`config.mk`:
```
export PLATFORM = sky130hd
export DESIGN_NAME = particle_pulse_bin_counter_core
export DESIGN_NICKNAME = d
export VERILOG_FILES = /design/src/rtl/core/ppbc_pkg.sv /design/src/rtl/core/ppbc_window.sv /design/src/rtl/core/ppbc_counters.sv /design/src/rtl/core/particle_pulse_bin_counter_core.sv
export SDC_FILE = /design/constraint.sdc
export NUM_CORES = 1
export LEC_CHECK = 0
export ABC_AREA = 1
export BUFFER_PORTS_ARGS = -buffer_cell sky130_fd_sc_hd__buf_2
export CAP_MARGIN = 15
export CORE_UTILIZATION = 60
export CTS_CLUSTER_SIZE = 10
export DETAILED_ROUTE_END_ITERATION = 6
export PLACE_DENSITY_LB_ADDON = 0.08
export SLEW_MARGIN = 25
export SYNTH_ARGS = -nofsm -noshare
export SYNTH_HDL_FRONTEND = slang
export SYNTH_SLANG_ARGS = --single-unit
```
`constraint.sdc`:
```
create_clock -name clk_i -period 7 [get_ports clk_i]
set_input_delay 1.4 -clock clk_i [delete_from_list [all_inputs] [get_ports clk_i]]
set_output_delay 1.4 -clock clk_i [all_outputs]
set_load 0.05 [all_outputs]
```
`src/rtl/core/ppbc_pkg.sv`:
```
package ppbc_pkg;

  // counter bank
  localparam int unsigned NUM_CNT   = 5;
  localparam int unsigned CNT_IDX_W = 3;
  localparam int unsigned CNT_W     = 16;

  // configuration registers
  localparam int unsigned LIMIT_W    = 16;
  localparam int unsigned THR_W      = 14;
  localparam int unsigned CFG_IDX_W  = 3;
  localparam int unsigned CFG_DATA_W = 16;

  localparam logic [CFG_IDX_W-1:0] REG_SAMPLE_LIMIT = 3'd0;
  localparam logic [CFG_IDX_W-1:0] REG_THR_ONE      = 3'd1;
  localparam logic [CFG_IDX_W-1:0] REG_THR_TWO      = 3'd2;
  localparam logic [CFG_IDX_W-1:0] REG_THR_THREE    = 3'd3;
  localparam logic [CFG_IDX_W-1:0] REG_THR_FOUR     = 3'd4;
  localparam logic [CFG_IDX_W-1:0] REG_THR_FIVE     = 3'd5;

  typedef logic [THR_W-1:0] thr_t;
  typedef logic [CNT_W-1:0] cnt_t;

  localparam logic [LIMIT_W-1:0] LIMIT_RST = 16'd900;
  localparam thr_t THR_RST [NUM_CNT] = '{14'd10, 14'd25, 14'd50, 14'd100, 14'd200};

  // bin = floor(sum * BIN_NUM / (n * BIN_DEN))
  localparam int unsigned BIN_NUM_W = 12;
  localparam int unsigned BIN_DEN_W = 11;
  localparam logic [BIN_NUM_W-1:0] BIN_NUM = 12'd3125;
  localparam logic [BIN_DEN_W-1:0] BIN_DEN = 11'd1536;

  typedef enum logic [2:0] {
    S_IDLE,
    S_WIN,
    S_SCALE,
    S_CRD,
    S_CWR,
    S_DONE
  } state_e;

  typedef struct packed {
    logic rd;
    logic wr;
    logic clear;
  } win_cmd_t;

  typedef struct packed {
    logic                 rd;
    logic                 wr;
    logic                 clear_all;
    logic [CNT_IDX_W-1:0] addr;
    cnt_t                 wdata;
  } cnt_cmd_t;

endpackage

```
`src/rtl/core/ppbc_window.sv`:
```
module ppbc_window #(
  parameter int unsigned WINDOW_LEN  = 8,
  parameter int unsigned SAMPLE_BITS = 12,
  localparam int unsigned SUM_W      = SAMPLE_BITS + $clog2(WINDOW_LEN),
  localparam int unsigned FILL_W     = $clog2(WINDOW_LEN + 1)
) (
  input  logic                   clk_i,
  input  logic                   rst_ni,
  input  ppbc_pkg::win_cmd_t     cmd_i,
  input  logic [SAMPLE_BITS-1:0] code_i,
  output logic [SUM_W-1:0]       sum_o,
  output logic [FILL_W-1:0]      fill_o
);
  import ppbc_pkg::*;

  localparam int unsigned PTR_W = $clog2(WINDOW_LEN);

  logic [SAMPLE_BITS-1:0] mem [WINDOW_LEN];
  logic [SAMPLE_BITS-1:0] old_q;
  logic [SUM_W-1:0]       sum_q, sum_d;
  logic [FILL_W-1:0]      fill_q, fill_d;
  logic [PTR_W-1:0]       ptr_q, ptr_d;
  logic                   full;

  // circular buffer, ptr points at the oldest entry once full
  always_ff @(posedge clk_i) begin
    if (cmd_i.rd) begin
      old_q <= mem[ptr_q];
    end
    if (cmd_i.wr) begin
      mem[ptr_q] <= code_i;
    end
  end

  assign full = (fill_q == FILL_W'(WINDOW_LEN));

  always_comb begin
    sum_d  = sum_q;
    fill_d = fill_q;
    ptr_d  = ptr_q;
    if (cmd_i.clear) begin
      sum_d  = '0;
      fill_d = '0;
      ptr_d  = '0;
    end else if (cmd_i.wr) begin
      sum_d = sum_q + SUM_W'(code_i) - (full ? SUM_W'(old_q) : SUM_W'(0));
      if (!full) begin
        fill_d = fill_q + FILL_W'(1);
      end
      ptr_d = (ptr_q == PTR_W'(WINDOW_LEN - 1)) ? PTR_W'(0) : ptr_q + PTR_W'(1);
    end
  end

  always_ff @(posedge clk_i or negedge rst_ni) begin
    if (!rst_ni) begin
      sum_q  <= '0;
      fill_q <= '0;
      ptr_q  <= '0;
    end else begin
      sum_q  <= sum_d;
      fill_q <= fill_d;
      ptr_q  <= ptr_d;
    end
  end

  assign sum_o  = sum_q;
  assign fill_o = fill_q;

  a_fill_bound: assert property (@(posedge clk_i) disable iff (!rst_ni)
    fill_q <= FILL_W'(WINDOW_LEN))
    else $error("window fill beyond window length");

  a_ptr_follows_fill: assert property (@(posedge clk_i) disable iff (!rst_ni)
    (!full) |-> (FILL_W'(ptr_q) == fill_q))
    else $error("write pointer out of step with fill while filling");

endmodule

```
`src/rtl/core/ppbc_counters.sv`:
```
module ppbc_counters (
  input  logic               clk_i,
  input  logic               rst_ni,
  input  ppbc_pkg::cnt_cmd_t cmd_i,
  output ppbc_pkg::cnt_t     rd_val_o
);
  import ppbc_pkg::*;

  cnt_t               mem [NUM_CNT];
  cnt_t               rdata_q;
  logic               rvld_q;
  logic [NUM_CNT-1:0] vld_q;

  // an entry without its valid bit reads as zero
  always_ff @(posedge clk_i) begin
    if (cmd_i.rd) begin
      rdata_q <= mem[cmd_i.addr];
    end
    if (cmd_i.wr) begin
      mem[cmd_i.addr] <= cmd_i.wdata;
    end
  end

  always_ff @(posedge clk_i or negedge rst_ni) begin
    if (!rst_ni) begin
      vld_q  <= '0;
      rvld_q <= 1'b0;
    end else begin
      if (cmd_i.rd) begin
        rvld_q <= vld_q[cmd_i.addr];
      end
      if (cmd_i.clear_all) begin
        vld_q <= '0;
      end else if (cmd_i.wr) begin
        vld_q[cmd_i.addr] <= 1'b1;
      end
    end
  end

  assign rd_val_o = rvld_q ? rdata_q : '0;

  a_no_rd_wr_overlap: assert property (@(posedge clk_i) disable iff (!rst_ni)
    !(cmd_i.rd && cmd_i.wr))
    else $error("counter read and write in the same cycle");

endmodule

```
`src/rtl/core/particle_pulse_bin_counter_core.sv`:
```
// particle pulse bin counter
//
// input stream (s_axis_*): one 12-bit converter code per transaction.
// each code enters an eight-sample window; the window mean is scaled to a
// bin and every counter whose threshold lies above a nonzero bin counts up.
// output stream (m_axis_*): one transaction per measurement, after
// sample_limit samples, carrying the five counts; counters, window and
// sample index then clear.
// config port: cfg_we_i writes cfg_data_i to register cfg_idx_i
// (0 sample_limit, 1..5 thresholds); unused indexes are ignored.
// flow: after acceptance the block is not ready again until the item is done,
// set by the counter bank memory: each of the five counters is read
// and written back in the next cycle. a result is moved to the output
// register in the last step after the sample that ends the measurement.
// a finished result waits in an output register; the block keeps taking
// samples and only holds in its last step if a new result is due while
// the previous one is still stalled.
// reset: registers return to their defaults, counters and window empty.
module particle_pulse_bin_counter_core #(
  parameter int unsigned WINDOW_LEN  = 8,
  parameter int unsigned SAMPLE_BITS = 12
) (
  input  logic                                  clk_i,
  input  logic                                  rst_ni,
  // s_axis_tdata: sample_code
  input  logic                                  s_axis_tvalid,
  output logic                                  s_axis_tready,
  input  logic [((SAMPLE_BITS+7)/8)*8-1:0]      s_axis_tdata,
  // m_axis_tdata: count_one, count_two, count_three, count_four, count_five
  output logic                                  m_axis_tvalid,
  input  logic                                  m_axis_tready,
  output logic [ppbc_pkg::NUM_CNT*ppbc_pkg::CNT_W-1:0] m_axis_tdata,
  input  logic                                  cfg_we_i,
  input  logic [ppbc_pkg::CFG_IDX_W-1:0]        cfg_idx_i,
  input  logic [ppbc_pkg::CFG_DATA_W-1:0]       cfg_data_i
);
  import ppbc_pkg::*;

  localparam int unsigned SUM_W  = SAMPLE_BITS + $clog2(WINDOW_LEN);
  localparam int unsigned FILL_W = $clog2(WINDOW_LEN + 1);
  localparam int unsigned NUM_W  = SUM_W + BIN_NUM_W;
  localparam int unsigned DEN_W  = FILL_W + BIN_DEN_W;
  localparam int unsigned PROD_W = THR_W + DEN_W;
  localparam int unsigned CMP_W  = (NUM_W > PROD_W) ? NUM_W : PROD_W;
  localparam int unsigned OUT_W  = NUM_CNT * CNT_W;

  state_e                    state_q, state_d;
  logic [SAMPLE_BITS-1:0]    code_q;
  logic [NUM_W-1:0]          num_q;
  logic [DEN_W-1:0]          den_q;
  logic [PROD_W-1:0]         prod_q;
  logic [LIMIT_W-1:0]        idx_q, idx_sat;
  logic                      end_q;
  logic [CNT_IDX_W-1:0]      k_q;
  cnt_t                      res_q [NUM_CNT];
  logic [OUT_W-1:0]          out_q;
  logic                      out_valid_q;
  logic [LIMIT_W-1:0]        limit_q;
  thr_t                      thr_q [NUM_CNT];

  win_cmd_t                  win_cmd;
  cnt_cmd_t                  cnt_cmd;
  logic [SUM_W-1:0]          win_sum;
  logic [FILL_W-1:0]         win_fill;
  cnt_t                      cnt_rd;
  cnt_t                      cnt_new;
  logic                      acc, out_go, last_k;
  logic                      bin_pos, bin_below, inc;

  assign acc    = s_axis_tvalid && s_axis_tready;
  assign last_k = (k_q == CNT_IDX_W'(NUM_CNT - 1));
  // result moves to the output register once the previous one is gone
  assign out_go = (state_q == S_DONE) && end_q && (!out_valid_q || m_axis_tready);

  ppbc_window #(
    .WINDOW_LEN (WINDOW_LEN),
    .SAMPLE_BITS(SAMPLE_BITS)
  ) u_window (
    .clk_i (clk_i),
    .rst_ni(rst_ni),
    .cmd_i (win_cmd),
    .code_i(code_q),
    .sum_o (win_sum),
    .fill_o(win_fill)
  );

  ppbc_counters u_counters (
    .clk_i   (clk_i),
    .rst_ni  (rst_ni),
    .cmd_i   (cnt_cmd),
    .rd_val_o(cnt_rd)
  );

  // bin > 0 and bin < thr, checked without a divider:
  // floor(a/d) >= 1 <=> a >= d, floor(a/d) < t <=> a < t*d
  assign bin_pos   = CMP_W'(num_q) >= CMP_W'(den_q);
  assign bin_below = CMP_W'(num_q) < CMP_W'(prod_q);
  assign inc       = bin_pos && bin_below && (cnt_rd != '1);
  assign cnt_new   = cnt_rd + CNT_W'(inc);

  assign idx_sat = (idx_q == '1) ? idx_q : idx_q + LIMIT_W'(1);

  // next state
  always_comb begin
    state_d = state_q;
    case (state_q)
      S_IDLE:  if (acc) state_d = S_WIN;
      S_WIN:   state_d = S_SCALE;
      S_SCALE: state_d = S_CRD;
      S_CRD:   state_d = S_CWR;
      S_CWR:   state_d = last_k ? S_DONE : S_CRD;
      S_DONE:  if (!end_q || out_go) state_d = S_IDLE;
      default: state_d = S_IDLE;
    endcase
  end

  // control outputs
  always_comb begin
    s_axis_tready     = 1'b0;
    win_cmd           = '0;
    cnt_cmd           = '0;
    cnt_cmd.addr      = k_q;
    cnt_cmd.wdata     = cnt_new;
    case (state_q)
      S_IDLE: begin
        s_axis_tready = 1'b1;
      end
      S_WIN: begin
        win_cmd.wr = 1'b1;
      end
      S_CRD: begin
        cnt_cmd.rd = 1'b1;
      end
      S_CWR: begin
        cnt_cmd.wr = 1'b1;
      end
      S_DONE: begin
        win_cmd.clear     = out_go;
        cnt_cmd.clear_all = out_go;
      end
      default: ;
    endcase
    // oldest sample is read while the new one is being taken
    win_cmd.rd = acc;
  end

  // control registers
  always_ff @(posedge clk_i or negedge rst_ni) begin
    if (!rst_ni) begin
      state_q     <= S_IDLE;
      idx_q       <= '0;
      end_q       <= 1'b0;
      k_q         <= '0;
      out_valid_q <= 1'b0;
    end else begin
      state_q <= state_d;
      if (state_q == S_SCALE) begin
        idx_q <= idx_sat;
        end_q <= (idx_sat >= limit_q);
        k_q   <= '0;
      end
      if (state_q == S_CWR && !last_k) begin
        k_q <= k_q + CNT_IDX_W'(1);
      end
      if (out_go) begin
        idx_q <= '0;
      end
      if (out_go) begin
        out_valid_q <= 1'b1;
      end else if (m_axis_tready) begin
        out_valid_q <= 1'b0;
      end
    end
  end

  // datapath registers
  always_ff @(posedge clk_i) begin
    if (acc) begin
      code_q <= s_axis_tdata[SAMPLE_BITS-1:0];
    end
    if (state_q == S_SCALE) begin
      num_q <= NUM_W'(win_sum) * NUM_W'(BIN_NUM);
      den_q <= DEN_W'(win_fill) * DEN_W'(BIN_DEN);
    end
    if (state_q == S_CRD) begin
      prod_q <= PROD_W'(thr_q[k_q]) * PROD_W'(den_q);
    end
    if (state_q == S_CWR) begin
      res_q[k_q] <= cnt_new;
    end
    if (out_go) begin
      for (int i = 0; i < NUM_CNT; i++) begin
        out_q[i*CNT_W +: CNT_W] <= res_q[i];
      end
    end
  end

  // configuration registers
  always_ff @(posedge clk_i or negedge rst_ni) begin
    if (!rst_ni) begin
      limit_q <= LIMIT_RST;
      thr_q   <= THR_RST;
    end else if (cfg_we_i) begin
      case (cfg_idx_i)
        REG_SAMPLE_LIMIT: limit_q  <= cfg_data_i[LIMIT_W-1:0];
        REG_THR_ONE:      thr_q[0] <= cfg_data_i[THR_W-1:0];
        REG_THR_TWO:      thr_q[1] <= cfg_data_i[THR_W-1:0];
        REG_THR_THREE:    thr_q[2] <= cfg_data_i[THR_W-1:0];
        REG_THR_FOUR:     thr_q[3] <= cfg_data_i[THR_W-1:0];
        REG_THR_FIVE:     thr_q[4] <= cfg_data_i[THR_W-1:0];
        default: ;
      endcase
    end
  end

  assign m_axis_tvalid = out_valid_q;
  assign m_axis_tdata  = out_q;

  a_accept_starts_window: assert property (@(posedge clk_i) disable iff (!rst_ni)
    acc |=> (state_q == S_WIN))
    else $error("accepted sample did not enter the window step");

  a_k_in_range: assert property (@(posedge clk_i) disable iff (!rst_ni)
    (state_q == S_CRD || state_q == S_CWR) |-> (k_q < CNT_IDX_W'(NUM_CNT)))
    else $error("counter index out of range");

  a_result_issued: assert property (@(posedge clk_i) disable iff (!rst_ni)
    out_go |=> (m_axis_tvalid && win_fill == '0 && idx_q == '0))
    else $error("measurement end did not issue a result and clear");

endmodule
```
; ---- Word-level counts from Yosys, hierarchy flattened
; Memories as Yosys holds them, arrays and structs flattened. A register that Yosys moved wholly into a read port is not among the register bits.
; Index checks and enable logic that the tools add are counted.
[totals]
reg_bits = 203
latchBits = 0
ramBits = 256
mem_bits_ro = 0
inputBits = 40
output_inout_bits = 82
wordCells = 125
memories = 3
[op_classes]
add_sub_neg = 7
n_mul = 3
div_mod_pow = 0
order_cmp = 6
eq_ne = 18
shifts = 0
muxes = 39
n_bitwise = 2
reduce_logical = 27
[mem_list]
columns = name, words, width, read_ports, rd_clocked_by_memory_dff, write_ports, line
row1 = u_window.mem, 8, 12, 1, 1, 1, ppbc_window.sv:18  ; logic [SAMPLE_BITS-1:0] mem [WINDOW_LEN];
row2 = res_q, 5, 16, 5, 5, 1, particle_pulse_bin_counter_core.sv:55  ; cnt_t res_q [NUM_CNT];
row3 = u_counters.mem, 5, 16, 1, 1, 1, ppbc_counters.sv:9  ; cnt_t mem [NUM_CNT];
[op_table]
columns = op, n
row1 = $mux 16, 4
row2 = $bmux 14 s3, 1
row3 = $mux 15, 2
row4 = $lt 27x29->1, 1
row5 = $mux 14, 2
row6 = $ge 27x15->1, 1
row7 = $mul 15x12->27 const B, 1
row8 = $mux 3, 8
row9 = $mul 14x6->20, 1
row10 = $eq 3x3->1 const B, 6
row11 = $pmux 3 s6, 1
row12 = $add 16x1->16, 1
row13 = $add 16x1->16 const B, 1
row14 = $eq 16x16->1 const B, 1
row15 = $ge 16x16->1, 1
row16 = $ne 16x16->1 const B, 1
row17 = $reduce_and 2->1, 8
row18 = $add 15x12->15, 1
row19 = $sub 15x15->15, 1
row20 = $mux 1, 13
row21 = $eq 3x2->1 const B, 4
row22 = $mux 12, 1
row23 = $mux 4, 3
row24 = $mux 5, 2
row25 = 19 further kinds, 36

; ---- Depth between registers and ports, before layout
[depth]
depth_word = 7
mapped_depth = 24
ltp_nobuf = 23

; ---- Hierarchy
; Synthesis repeated with hierarchy kept, for this count alone.
[unflattened]
cells_unflattened = 3004
area_unflattened_um2 = 30158.9
[modules_own_cells]
columns = mod, instances, cells_per_inst, area_each_um2
row1 = particle_pulse_bin_counter_core, 1, 2058, 19835.3
row2 = ppbc_window, 1, 628, 6322.3
row3 = ppbc_counters, 1, 318, 4001.3

; ---- Least setup slack after synthesis
; OpenSTA, ideal clock, no wires.
[synth_timing]
path_type = register to register
start = register k_q[2]
end = register prod_q[22] (data pin)
setup_ns = 0.253
t_arrival_ns = 3.950
required_ns = 6.747
path_slack_ns = 2.798
stages_incl_launch_ff = 24
path_buffers = 1
cell_sequence = dfrtp_1 -> nor2_1 -> nand2_2 -> inv_2 -> buf_2 -> nand2_1 -> o21ai_1 -> nor2_1 -> nand3_1 -> inv_2 -> nor2_1 -> fa_1 -> fa_1 -> inv_1 -> fa_1 -> inv_1 -> ha_1 -> or2_2 -> nand3_1 -> nand2_1 -> nand3_1 -> nand3_1 -> nand2_1 -> nand2_1
[synth_between]
elab_chain_cells = 5
[synth_lines]
columns = element, line
row1 = "start, declared", particle_pulse_bin_counter_core.sv:54  ; logic [CNT_IDX_W-1:0] k_q;
row2 = "start signal, assigned", particle_pulse_bin_counter_core.sv:163  ; k_q <= k_q + CNT_IDX_W'(1);
row3 = $not 3->4 (not written as such), particle_pulse_bin_counter_core.sv:186  ; prod_q <= PROD_W'(thr_q[k_q]) * PROD_W'(den_q);
row4 = $bmux 14 s3, particle_pulse_bin_counter_core.sv:186
row5 = $mux 14 (not written as such) (2 in a row), particle_pulse_bin_counter_core.sv:186
row6 = $mul 14x6->20, particle_pulse_bin_counter_core.sv:186
row7 = "end signal, assigned", particle_pulse_bin_counter_core.sv:186
row8 = "end, declared", particle_pulse_bin_counter_core.sv:51  ; logic [PROD_W-1:0] prod_q;
; No other way between the ends. The select of a mux whose other input is x is not followed.
; A chain may end at the register's enable or synchronous reset.

; ---- Worst setup path in the final report
; Same ends and word-level chain as after synthesis.

==> qor.txt <==
RePlAce Congestion -> 0.9104
complex-gate fraction of the synthesized area -> 0.05958
Clock Latency Late Sink -> 0.61 ns
wire per inst -> 17.12 um
RSZ-0062 raised after global routing -> no
Setup crit start kind -> flip-flop
final setup vio count -> 0
placed insts -> 3385
Most used DFF post-synth -> edfxtp_1
Core Box Area -> 44220 um2
number of enable flip-flop cells after synthesis -> 349
syn_area_per_cell -> 9.923 um2
post-CTS setup buffers -> 0
simple-gate share of the synthesized area -> 0.1654
Detailed Route WL -> 59.64 mm
WP data arrival -> 5.85 ns
placed cell area -> 28210 um2
critical path's slowest cell -> nor3_4
total CTS buffers -> 56
CTS tree -> built
proportion of synthesized area in mux cells -> 0
Synth Area in Adders -> 0.1658
Non-Filler Instances -> 3484
crit path time final -> 5.507 ns
layout cells sized above 1 -> 0.09613
Post-DP HPWL -> 43.59 mm
Synth top area share -> 0.3899
die area -> 45650 um2
hold-fix buffer count after cts -> 0
vias per cell -> 5.385
Clock transition at path regs -> 0.06 ns
Synth-to-Final Area Change -> 11.10%
initial core utilization -> 0.6079
Initial DRT Pass Iterations -> 6
H-tree Lvls -> 2
initial antenna violation count -> 0
vias -> 18760
Worst EP required -> 7.34 ns
R2R setup slack -> 1.49 ns
Seq/Total Area, Yosys -> 0.5192
CTS max path bufs -> 3
largest net degree at the start of global routing -> 75
die height -> 213.7 um
Critical Path End Type -> flip-flop
IO Count -> 122
die width -> 213.7 um
global route overflow -> 0
WHS Path Cells -> 0
first-pass GRT wire length -> 95.50 mm
antenna violation net count after detailed routing -> 0
commonest non-fill, non-tap cell in the layout -> nand2_1
Rows -> 77
period utilization -> 0.7868
largest area contributor in the netlist -> edfxtp_1
setup TNS -> 0 ns
Design Area, Final -> 29870 um2
final worst-path setup slack -> 1.493 ns
FFs w/ async S/R, synth -> 0.2834
vias in the first global route -> 18290
status -> finished clean
fin nets -> 3186
R2R depth -> 19
critical path class -> reg2reg
root buffer cell -> clkbuf_16
synthesis-stage register bit count -> 487
Max Freq -> 0.1816 GHz
Hold Vio Cnt, Final -> 0
port bufs -> 117
Total Routing Usage GR -> 0.2704
largest family of logic cells by synthesized area -> adder cells
Mapped Cells -> 2709
count of unique library cells instantiated by Yosys -> 44
CP max FO -> 24
final max-slew violation count -> 0
measured slew at the worst slew-check pin -> 1.002 ns
XOR/XNOR Fraction of Synth Area -> 0.01531
CTS sink cnt -> 487
ranking of synthesized cells by area -> edfxtp_1 39%, dfrtp_1 11%, nand2_1 9.1%
post-cts sizing count -> 0
Max-slew headroom -> 0.3272
CP max stage delay -> 0.78 ns
commonest non-fill, non-tap cells in the layout -> 649 x nand2_1, 451 x inv_1, 349 x edfxtp_1
# diodes -> 0
max-cap violation count -> 0
Synth Cell Area -> 26880 um2
YS warnings -> 0
CP Cell Sequence -> nor3_4 > buf_4 > nand2_1 > nand3_1 > inv_2 > nor2_1 > fa_1 > fa_1 > inv_1 > fa_1 > inv_1 > ha_1 > or2_2 > nand3_1 > nand2_1 > nand3_1 > nand3_1 > nand2_1 > nand2_1
Post-Syn Nets -> 3044
worst slack, placed -> 1.560 ns
Worst Clk Skew -> 0.02334 ns
1st-iter DRT viols -> 1497
DRC -> 0
worst hold path class -> reg2reg
## state kept, by name, summed over array words and instances, names as in the netlist
| signal | flops |
|---|---|
| code_q | 12 |
| den_q | 6 |
| end_q | 1 |
| idx_q | 16 |
| k_q | 3 |
| limit_q | 16 |
| m_axis_tdata | 80 |
| m_axis_tvalid | 1 |
| num_q | 27 |
| prod_q | 20 |
| state_q | 3 |
| thr_q | 70 |
| u_counters.mem | 80 |
| u_counters.rdata_q | 16 |
| u_counters.rvld_q | 1 |
| u_counters.vld_q | 5 |
| u_window.fill_o | 4 |
| u_window.mem | 96 |
| u_window.old_q | 12 |
| u_window.ptr_q | 3 |
| u_window.sum_o | 15 |
## final cells by class
class                      instances  area, um2
fill                            3466      14360
inverter                         474       1780
timing repair buffer             136      745.7
sequential                       487      13960
tap                              592      740.7
clock buffer                      92       1567
clock inverter                     7      66.31
multi-input combinational       1696      11010
## worst max-delay path, delay by kind of cell (launching register included)
kind	cells	cell delay, ns
simple gates	11	2.08
fa+ha+maj	4	1.90
flops	1	0.64
buf+inv	4	0.61
## metal layers
metal / up-vias / global-route usage / routed length [um]
met5: - / 0 / 0
met4: 0 / 0.08768 / 1501
met3: 97 / 0.03076 / 2876
met2: 547 / 0.4363 / 28130
met1: 9009 / 0.3856 / 27130
li1: 9109 / - / -
## synth_stat cells, types with 35 or more instances
| library cell | number |
|---|---|
| nand3_1 | 112 |
| edfxtp_1 | 349 |
| o21ai_0 | 110 |
| fa_1 | 102 |
| xor2_1 | 35 |
| a21oi_1 | 69 |
| dfrtp_1 | 120 |
| nand4_1 | 35 |
| inv_1 | 451 |
| ha_1 | 193 |
| nand2_1 | 649 |
| nor2_1 | 227 |
## kinds of logic (layout without fill, tap and decap cells)
logic type | count (synthesis) | in the layout
simple gates | 1078 | 1078
buf+inv | 526 | 709
compound gates | 276 | 276
xor+xnor | 47 | 47
fa+ha+maj | 295 | 295
flops | 487 | 487
## per-stage QoR
| step | hold WS (ns) | utilization |
|---|---|---|
| 2_1_floorplan | 0.4268 | - |
| 3_3_place_gp | 0.4311 | 0.6376 |
| 3_5_place_dp | 0.4323 | 0.6380 |
| 4_1_cts | 0.4452 | 0.6749 |
| 5_1_grt | 0.4578 | 0.6754 |
| 6_report | 0.4490 | 0.6754 |
## worst paths after layout
kind	startpoint	end
max	k_q[2]	prod_q[22]
min	u_counters.mem[0][10]	m_axis_tdata[10]
max reg2reg	k_q[2]	prod_q[22]
min in group asynchronous	rst_ni	limit_q[10]
min reg2reg	u_counters.mem[0][10]	m_axis_tdata[10]
max in group asynchronous	rst_ni	u_window.sum_o[8]
Power is left out: the tool's default activity adds up to more than one toggle a clock period on the data nets, which glitch-free logic cannot reach.
